**config.mk**
```make
export PLATFORM = sky130hd
export DESIGN_NAME = csn_ctrl
export DESIGN_NICKNAME = d
export VERILOG_FILES = /design/src/rtl/csn_pkg.sv /design/src/rtl/csn_ctrl.sv
export SDC_FILE = /design/constraint.sdc
export NUM_CORES = 1
export LEC_CHECK = 0
export ABC_CLOCK_PERIOD_IN_PS = 4100
export BUFFER_PORTS_ARGS = -buffer_cell sky130_fd_sc_hd__buf_4
export CORE_MARGIN = 10
export CORE_UTILIZATION = 49
export CTS_BUF_LIST = sky130_fd_sc_hd__clkbuf_16
export CTS_CLUSTER_SIZE = 25
export DETAILED_ROUTE_END_ITERATION = 8
export PLACE_DENSITY = 0.83
export SYNTH_ARGS = -nofsm -noshare
export SYNTH_HDL_FRONTEND = slang
export SYNTH_SLANG_ARGS = --single-unit
export TNS_END_PERCENT = 20
```
**constraint.sdc**
```tcl
create_clock -name clk -period 4.1 [get_ports clk]
set_clock_uncertainty 0.1 [all_clocks]
set_input_delay 0.205 -clock clk [delete_from_list [all_inputs] [get_ports clk]]
set_output_delay 0.205 -clock clk [all_outputs]
set_load 0.02 [all_outputs]
```
**src/rtl/csn_pkg.sv**
```systemverilog
package csn_pkg;

	localparam int TABLE_SIZE_DEF = 256;
	localparam int MAX_CHUNKS_DEF = 16;
	localparam logic [2:0] CTX_RESET = 3'd3;

	localparam logic [1:0] OP_WRITE = 2'd0;
	localparam logic [1:0] OP_NORMALIZE = 2'd1;
	localparam logic [1:0] OP_READ = 2'd2;
	localparam logic [1:0] OP_UNUSED = 2'd3;

	typedef struct packed {
		logic [1:0] operation;
		logic [7:0] entry_index;
		logic [7:0] entry_value;
	} cmd_t;

	typedef struct packed {
		logic [7:0] read_value;
		logic       normalize_done;
	} result_t;

	typedef enum logic [4:0] {
		ST_CLR,
		ST_IDLE,
		ST_ACC,
		ST_RESP,
		ST_NINIT,
		ST_SCRD,
		ST_SCAC,
		ST_SELCMP,
		ST_SELPUT,
		ST_FIINIT,
		ST_FIRD,
		ST_FIHR,
		ST_FIHW,
		ST_EMRD,
		ST_EMGET,
		ST_EMWR,
		ST_CPINIT,
		ST_CPRD,
		ST_CPWR
	} state_t;

	typedef struct packed {
		logic latch;
		logic hclr;
		logic access;
		logic n_init;
		logic scan_rd;
		logic scan_acc;
		logic sel_cmp;
		logic sel_put;
		logic fi_init;
		logic fi_rd;
		logic fi_hr;
		logic fi_hw;
		logic em_rd;
		logic em_get;
		logic em_wr;
		logic cp_init;
		logic cp_rd;
		logic cp_wr;
	} dp_cmd_t;

	typedef struct packed {
		logic       last_val;
		logic       last_elem;
		logic       last_chunk;
		logic       last_j;
		logic       cnt_zero;
		logic       last_copy;
	} dp_stat_t;

endpackage

```
**src/rtl/csn_ctrl.sv**
```systemverilog
module csn_ctrl import csn_pkg::*; (
	input  logic       clk,
	input  logic       arst_n,
	input  logic       start,
	input  logic [1:0] start_op,
	input  dp_stat_t   dstat,
	output dp_cmd_t    dcmd,
	output logic       busy,
	output logic       result_valid
);

	state_t state_q, state_d;
	logic accept;

	assign busy = !(state_q == ST_IDLE || state_q == ST_RESP);
	assign accept = start && !busy;

	always_ff @(posedge clk or negedge arst_n) begin
		if (!arst_n) begin
			state_q <= ST_CLR;
		end else begin
			state_q <= state_d;
		end
	end

	always_comb begin
		state_d = state_q;
		unique case (state_q)
			ST_CLR:    if (dstat.last_val) state_d = ST_IDLE;
			ST_IDLE, ST_RESP: begin
				if (accept) begin
					state_d = (start_op == OP_NORMALIZE) ? ST_NINIT : ST_ACC;
				end else begin
					state_d = ST_IDLE;
				end
			end
			ST_ACC:    state_d = ST_RESP;
			ST_NINIT:  state_d = ST_SCRD;
			ST_SCRD:   state_d = ST_SCAC;
			ST_SCAC: begin
				if (dstat.last_elem && dstat.last_chunk) begin
					state_d = ST_SELCMP;
				end else begin
					state_d = ST_SCRD;
				end
			end
			ST_SELCMP: if (dstat.last_j) state_d = ST_SELPUT;
			ST_SELPUT: state_d = dstat.last_chunk ? ST_FIINIT : ST_SELCMP;
			ST_FIINIT: state_d = ST_FIRD;
			ST_FIRD:   state_d = ST_FIHR;
			ST_FIHR:   state_d = ST_FIHW;
			ST_FIHW:   state_d = dstat.last_elem ? ST_EMRD : ST_FIRD;
			ST_EMRD:   state_d = ST_EMGET;
			ST_EMGET:  state_d = ST_EMWR;
			ST_EMWR: begin
				if (dstat.cnt_zero) begin
					if (!dstat.last_val) begin
						state_d = ST_EMRD;
					end else if (dstat.last_chunk) begin
						state_d = ST_CPINIT;
					end else begin
						state_d = ST_FIINIT;
					end
				end
			end
			ST_CPINIT: state_d = ST_CPRD;
			ST_CPRD:   state_d = ST_CPWR;
			ST_CPWR:   state_d = dstat.last_copy ? ST_RESP : ST_CPRD;
			default:   state_d = ST_CLR;
		endcase
	end

	always_comb begin
		dcmd = '0;
		result_valid = 1'b0;
		unique case (state_q)
			ST_CLR:    dcmd.hclr = 1'b1;
			ST_IDLE:   dcmd.latch = accept;
			ST_RESP: begin
				dcmd.latch = accept;
				result_valid = 1'b1;
			end
			ST_ACC:    dcmd.access = 1'b1;
			ST_NINIT:  dcmd.n_init = 1'b1;
			ST_SCRD:   dcmd.scan_rd = 1'b1;
			ST_SCAC:   dcmd.scan_acc = 1'b1;
			ST_SELCMP: dcmd.sel_cmp = 1'b1;
			ST_SELPUT: dcmd.sel_put = 1'b1;
			ST_FIINIT: dcmd.fi_init = 1'b1;
			ST_FIRD:   dcmd.fi_rd = 1'b1;
			ST_FIHR:   dcmd.fi_hr = 1'b1;
			ST_FIHW:   dcmd.fi_hw = 1'b1;
			ST_EMRD:   dcmd.em_rd = 1'b1;
			ST_EMGET:  dcmd.em_get = 1'b1;
			ST_EMWR:   dcmd.em_wr = 1'b1;
			ST_CPINIT: dcmd.cp_init = 1'b1;
			ST_CPRD:   dcmd.cp_rd = 1'b1;
			ST_CPWR:   dcmd.cp_wr = 1'b1;
			default:   dcmd = '0;
		endcase
	end

endmodule

```
# --- After elaboration in Yosys (flattened, before gate mapping) ---
# Cells that the tools add are included.
op_classes:
  eq_ne: 22
  reduce_logical: 7
  muxes: 31
op_table:
  columns: ["op", "count"]
  rows:
  - ["5-bit case mux with 18 select lines", 1]
  - ["5-bit by 4-bit == test with 1-bit output (second input constant)", 8]
  - ["5-bit 2-to-1 mux", 6]
  - ["5-bit by 3-bit == test with 1-bit output (second input constant)", 4]
  - ["1-bit 2-to-1 mux", 19]
  - ["5-bit == test (second input constant)", 3]
  - ["5-bit by 2-bit == test with 1-bit output (second input constant)", 2]
  - ["3-bit 2-to-1 mux", 3]
  - ["2-bit != test (second input constant)", 3]
  - ["5-bit by 1-bit == test with 1-bit output (second input constant)", 1]
  - ["5-bit zero test", 1]
  - ["4-bit 2-to-1 mux", 1]
  - ["3-bit AND reduction", 1]
  - ["2-bit by 1-bit == test with 1-bit output (second input constant)", 1]
  - ["1-bit logical AND", 2]
  - ["2-bit 2-to-1 mux", 1]
  - ["2-bit OR reduction", 1]
  - ["1-bit zero test", 1]
  - ["1-bit logical OR", 1]
word_totals:
  reg_bits: 5
  out_inout_bits: 20
  elab_cells: 61

# --- Longest topological paths before layout ---
depth:
  depth_word: 5
  ltp_mapped: 6

# --- Worst setup path after synthesis ---
# OpenSTA, ideal clock, no wires.
synth_path:
  kind: "reg-to-output"
  from: "register state_q[3]"
  to: "output port dcmd[16] (netlist bit)"
  t_required_ns: 3.795
  setup_slack_ns: 2.251
  t_arrival_ns: 1.544
  stages_incl_launch_ff: 5
  path_buffers: 2
  path_cell_list: "dfrtp_1 -> buf_2 -> buf_2 -> or3_1 -> nor3_1"
synth_lines:
  columns: ["item", "line", "rtl"]
  rows:
  - ["start: declaration", "csn_ctrl.sv:12", "state_t state_q, state_d;"]
  - ["start signal: assignment", "csn_ctrl.sv:22", "state_q <= state_d;"]
  - ["end: declaration", "csn_ctrl.sv:7", "output dp_cmd_t dcmd,"]

# --- Final worst setup path ---
layout_path:
  from: "register state_q[0]"
  to: "output port busy"
layout_via:
  elab_chain_len: 3
layout_lines:
  columns: ["item", "line", "rtl"]
  rows:
  - ["5-bit by 1-bit == test with 1-bit output or 5-bit by 2-bit == test with 1-bit output (tied branches)", "csn_ctrl.sv:15", "assign busy = !(state_q == ST_IDLE || state_q == ST_RESP);"]
  - ["1-bit logical OR (*)", "csn_ctrl.sv:15", null]
  - ["1-bit zero test (*)", "csn_ctrl.sv:15", null]
  - ["end: declaration", "csn_ctrl.sv:8", "output logic busy,"]
# Mark *: on every way between the ends. The rest lies on a longest branch, timed or not.

==> results.txt <==
----------------------------------------------------
[Final layout]
  Reg with most FFs ... state_q
  Ant. Diodes ... 0
  Largest register FFs ... 5
  Layout Cells excl Fill ... 136
  Area growth from synthesis to final layout ... 41.98%
  Most common cell after layout, fill and taps aside ... sky130_fd_sc_hd__buf_4
  Final net count ... 133
  Top Registers ... state_q x5
  Highest-count cells in the layout ignoring fill and taps ... sky130_fd_sc_hd__buf_4 (30), sky130_fd_sc_hd__nor2_1 (13), sky130_fd_sc_hd__nor3_1 (9)
  Fraction of final layout cells with drive strength greater than 1 ... 30.58%

[Synth]
  Yosys warning count ... 0
  Average instance area after synthesis ... 7.059 µm²
  Count of cell types in the netlist ... 38
  Number of flops mapped to enable cells by yosys ... 0
  Asr flop ratio synth ... 100.0%
  Post-synthesis instance total ... 95
  Commonest register cell after synthesis ... sky130_fd_sc_hd__dfrtp_1
  Sequential fraction of the synthesis area ... 18.66%
  FF+latch count, synth ... 5
  Combined area of all synthesized cells ... 670.6 µm²
  Mapped Nets ... 106

[Floorplan]
  Number of top-level design ports ... 31
  Area inside the core boundary ... 0.001301 mm²
  Effective utilization at floorplan ... 51.54%
  Die Y ... 57.00 µm
  DIE AREA ... 0.003248 mm²
  X dimension of the die ... 57.00 µm
  Number of rows created at floorplan ... 13

[Clocking]
  Clock H-tree levels ... 1
  TritonCTS Buffers ... 3
  TritonCTS clock tree ... yes
  Clock-pin slew on the worst setup and hold paths ... 30 ps
  Clk Latency, worst-skew pair ... 230 ps
  Number of buffers between clock root and the deepest sink ... 2
  CTS root buf ... sky130_fd_sc_hd__clkbuf_16
  Number of clock sinks ... 5

[Routing]
  Vias after detailed routing ... 845
  Post-DR wirelength/cell ... 17.30 µm
  Detailed-route wire length ... 2353 µm
  M1 WL ... 910 µm
  Top routing layer in use ... met3
  Length of routed met2 wiring ... 1252 µm
  Residual DRC ... 0
  Drt first-iter violations ... 33
  Metal3 WL ... 191 µm
  First drt pass iteration count ... 4
  Routed Antenna Nets ... 0
  Per-cell via count in the routed design ... 6.213

[Timing]
  Smallest setup slack after layout ... 1769 ps
  Final Hold Viols ... 0
  Finish-stage setup viols ... 0
  Unrepaired setup endpoints after global routing ... no
  Worst-Margin Slew ... 713.5 ps
  Final slew viol count ... 0
  Fmax ... 428.9 MHz
  Period utilization ... 56.86%
  Sum of negative setup slack ... 0 ps
  Final min period ... 2331 ps
  Headroom to the max-slew limit ... 52.44%

[Placement]
  Pre-CTS setup slack ... 2042 ps
  Count of buffers from port buffering ... 30
  Routability Congestion ... 0.9053
  DP Wirelength ... 1735 µm
  Placed cells ... 131

[Worst setup path]
  Kind of end point of the critical path ... output port
  Kind of start point of the critical path ... flip-flop
  Endpoint arrival time on the critical path ... 2030 ps
  Required arrival time at the worst endpoint ... 3800 ps
  Crit-path max FO ... 25
  Biggest cell delay along the critical path ... 790 ps
  Max stage delay cell, worst path ... sky130_fd_sc_hd__dfrtp_1
  Category of the critical setup timing path ... reg2out
  Cells along the critical path ... or3b_1 -> or2_2 -> buf_4

[GRT]
  Overflow left after global routing ... 0
  Number of antenna violations at the first check in global routing ... 0
  Vias in the first global route ... 854
  Global-route wire length before repair ... 3781 µm
  Maximum number of pins on one net before global-route repair ... 26
  GRT Overall Usage ... 13.58%

[Pwr]
  Overall Power ... 641.8 µW
  Power density over cell area ... 674.0 mW/mm²
  Static leakage ... 0.0004151 µW
  Max IR drop VDD ... 267.3 µV

[Hold path]
  Worst min-delay path class ... in2reg

[Run status]
  Status ... completed

[Job]
  Max Cap Viol ... 0

----------------------------------------------------
worst max-delay path: cells and delay by family (launching register included):
family,cells,cell delay [ps]
AND/OR/NAND/NOR,2,840
flip-flops,1,790
buffers and inverters,1,160
metrics by stage:
step | hold WS (ps) | instance area [µm²] | util (%)
CTS | 187.3 | 952.2 | 73.17
floorplan | -190.6 | 670.6 | -
finish | 183.7 | 952.2 | 73.17
global route | 202.7 | 952.2 | 73.17
global placement | -93.63 | 863.3 | 66.35
detailed placement | -92.04 | 863.3 | 66.35
worst paths after layout:
path,from,to,slack (ps),cells after the start
max in group asynchronous,arst_n,state_q[2],3570,2
worst max-delay path,state_q[0],busy,1770,3
worst max register to register,state_q[0],state_q[0],1970,4
worst min-delay path,dstat[4],state_q[1],180,3
worst min register to register,state_q[4],state_q[1],800,3
min in group asynchronous,arst_n,state_q[0],220,2
cell usage after synthesis (all sizes together), types with 2 or more instances:
cell,instances,area (µm²)
a21o,2,15.01
a21oi,2,10.01
a311oi,2,17.52
buf,9,51.30
dfrtp,5,125.1
inv,3,11.26
nand2,4,15.01
nand2b,6,37.54
nand3b,5,37.54
nor2,13,48.80
nor3,10,55.05
nor4,3,25.02
o21ai,7,38.79
o22ai,2,12.51
or3,3,18.77
or3b,2,17.52
per-layer routing:
metal / global-route usage (%) / vias to the layer above
met1: 15.34 / 395
met2: 24.34 / 45
met4: 4.698 / 0
li1: - / 405
met3: 2.876 / 0
met5: 0 / -
final cells by class:
type / count / area (µm²)
Clock buffer: 3 / 75.07
Clock inverter: 1 / 3.754
Fill cell: 115 / 349.1
Inverter: 3 / 11.26
Multi-Input combinational cell: 78 / 483.0
Sequential cell: 5 / 125.1
Tap cell: 15 / 18.77
Timing Repair Buffer: 31 / 235.2
where the power goes:
group	switching (µW)	leakage [µW]	internal, µW	total, µW
registers	85.3	0.0000634	66.2	151
clock network	32.9	0.0000423	126	159
logic	185	0.000309	146	331
logic make-up after synthesis:
kind of cell / Yosys count / synth area share (%)
AND/OR/NAND/NOR: 52 / 44.59
XOR/XNOR: 1 / 1.306
flip-flops: 5 / 18.66
AO/OA/AOI/OAI: 25 / 26.12
buffers and inverters: 12 / 9.328
timing repair:
item / 4_1_cts / 5_1_grt
hold buffers: 1 / 0
resized for setup: 0 / 0
buffers inserted: 0 / 0
endpoints found under the hold margin: 5 / 0
Note: power is estimated with default switching activity, not from simulation.
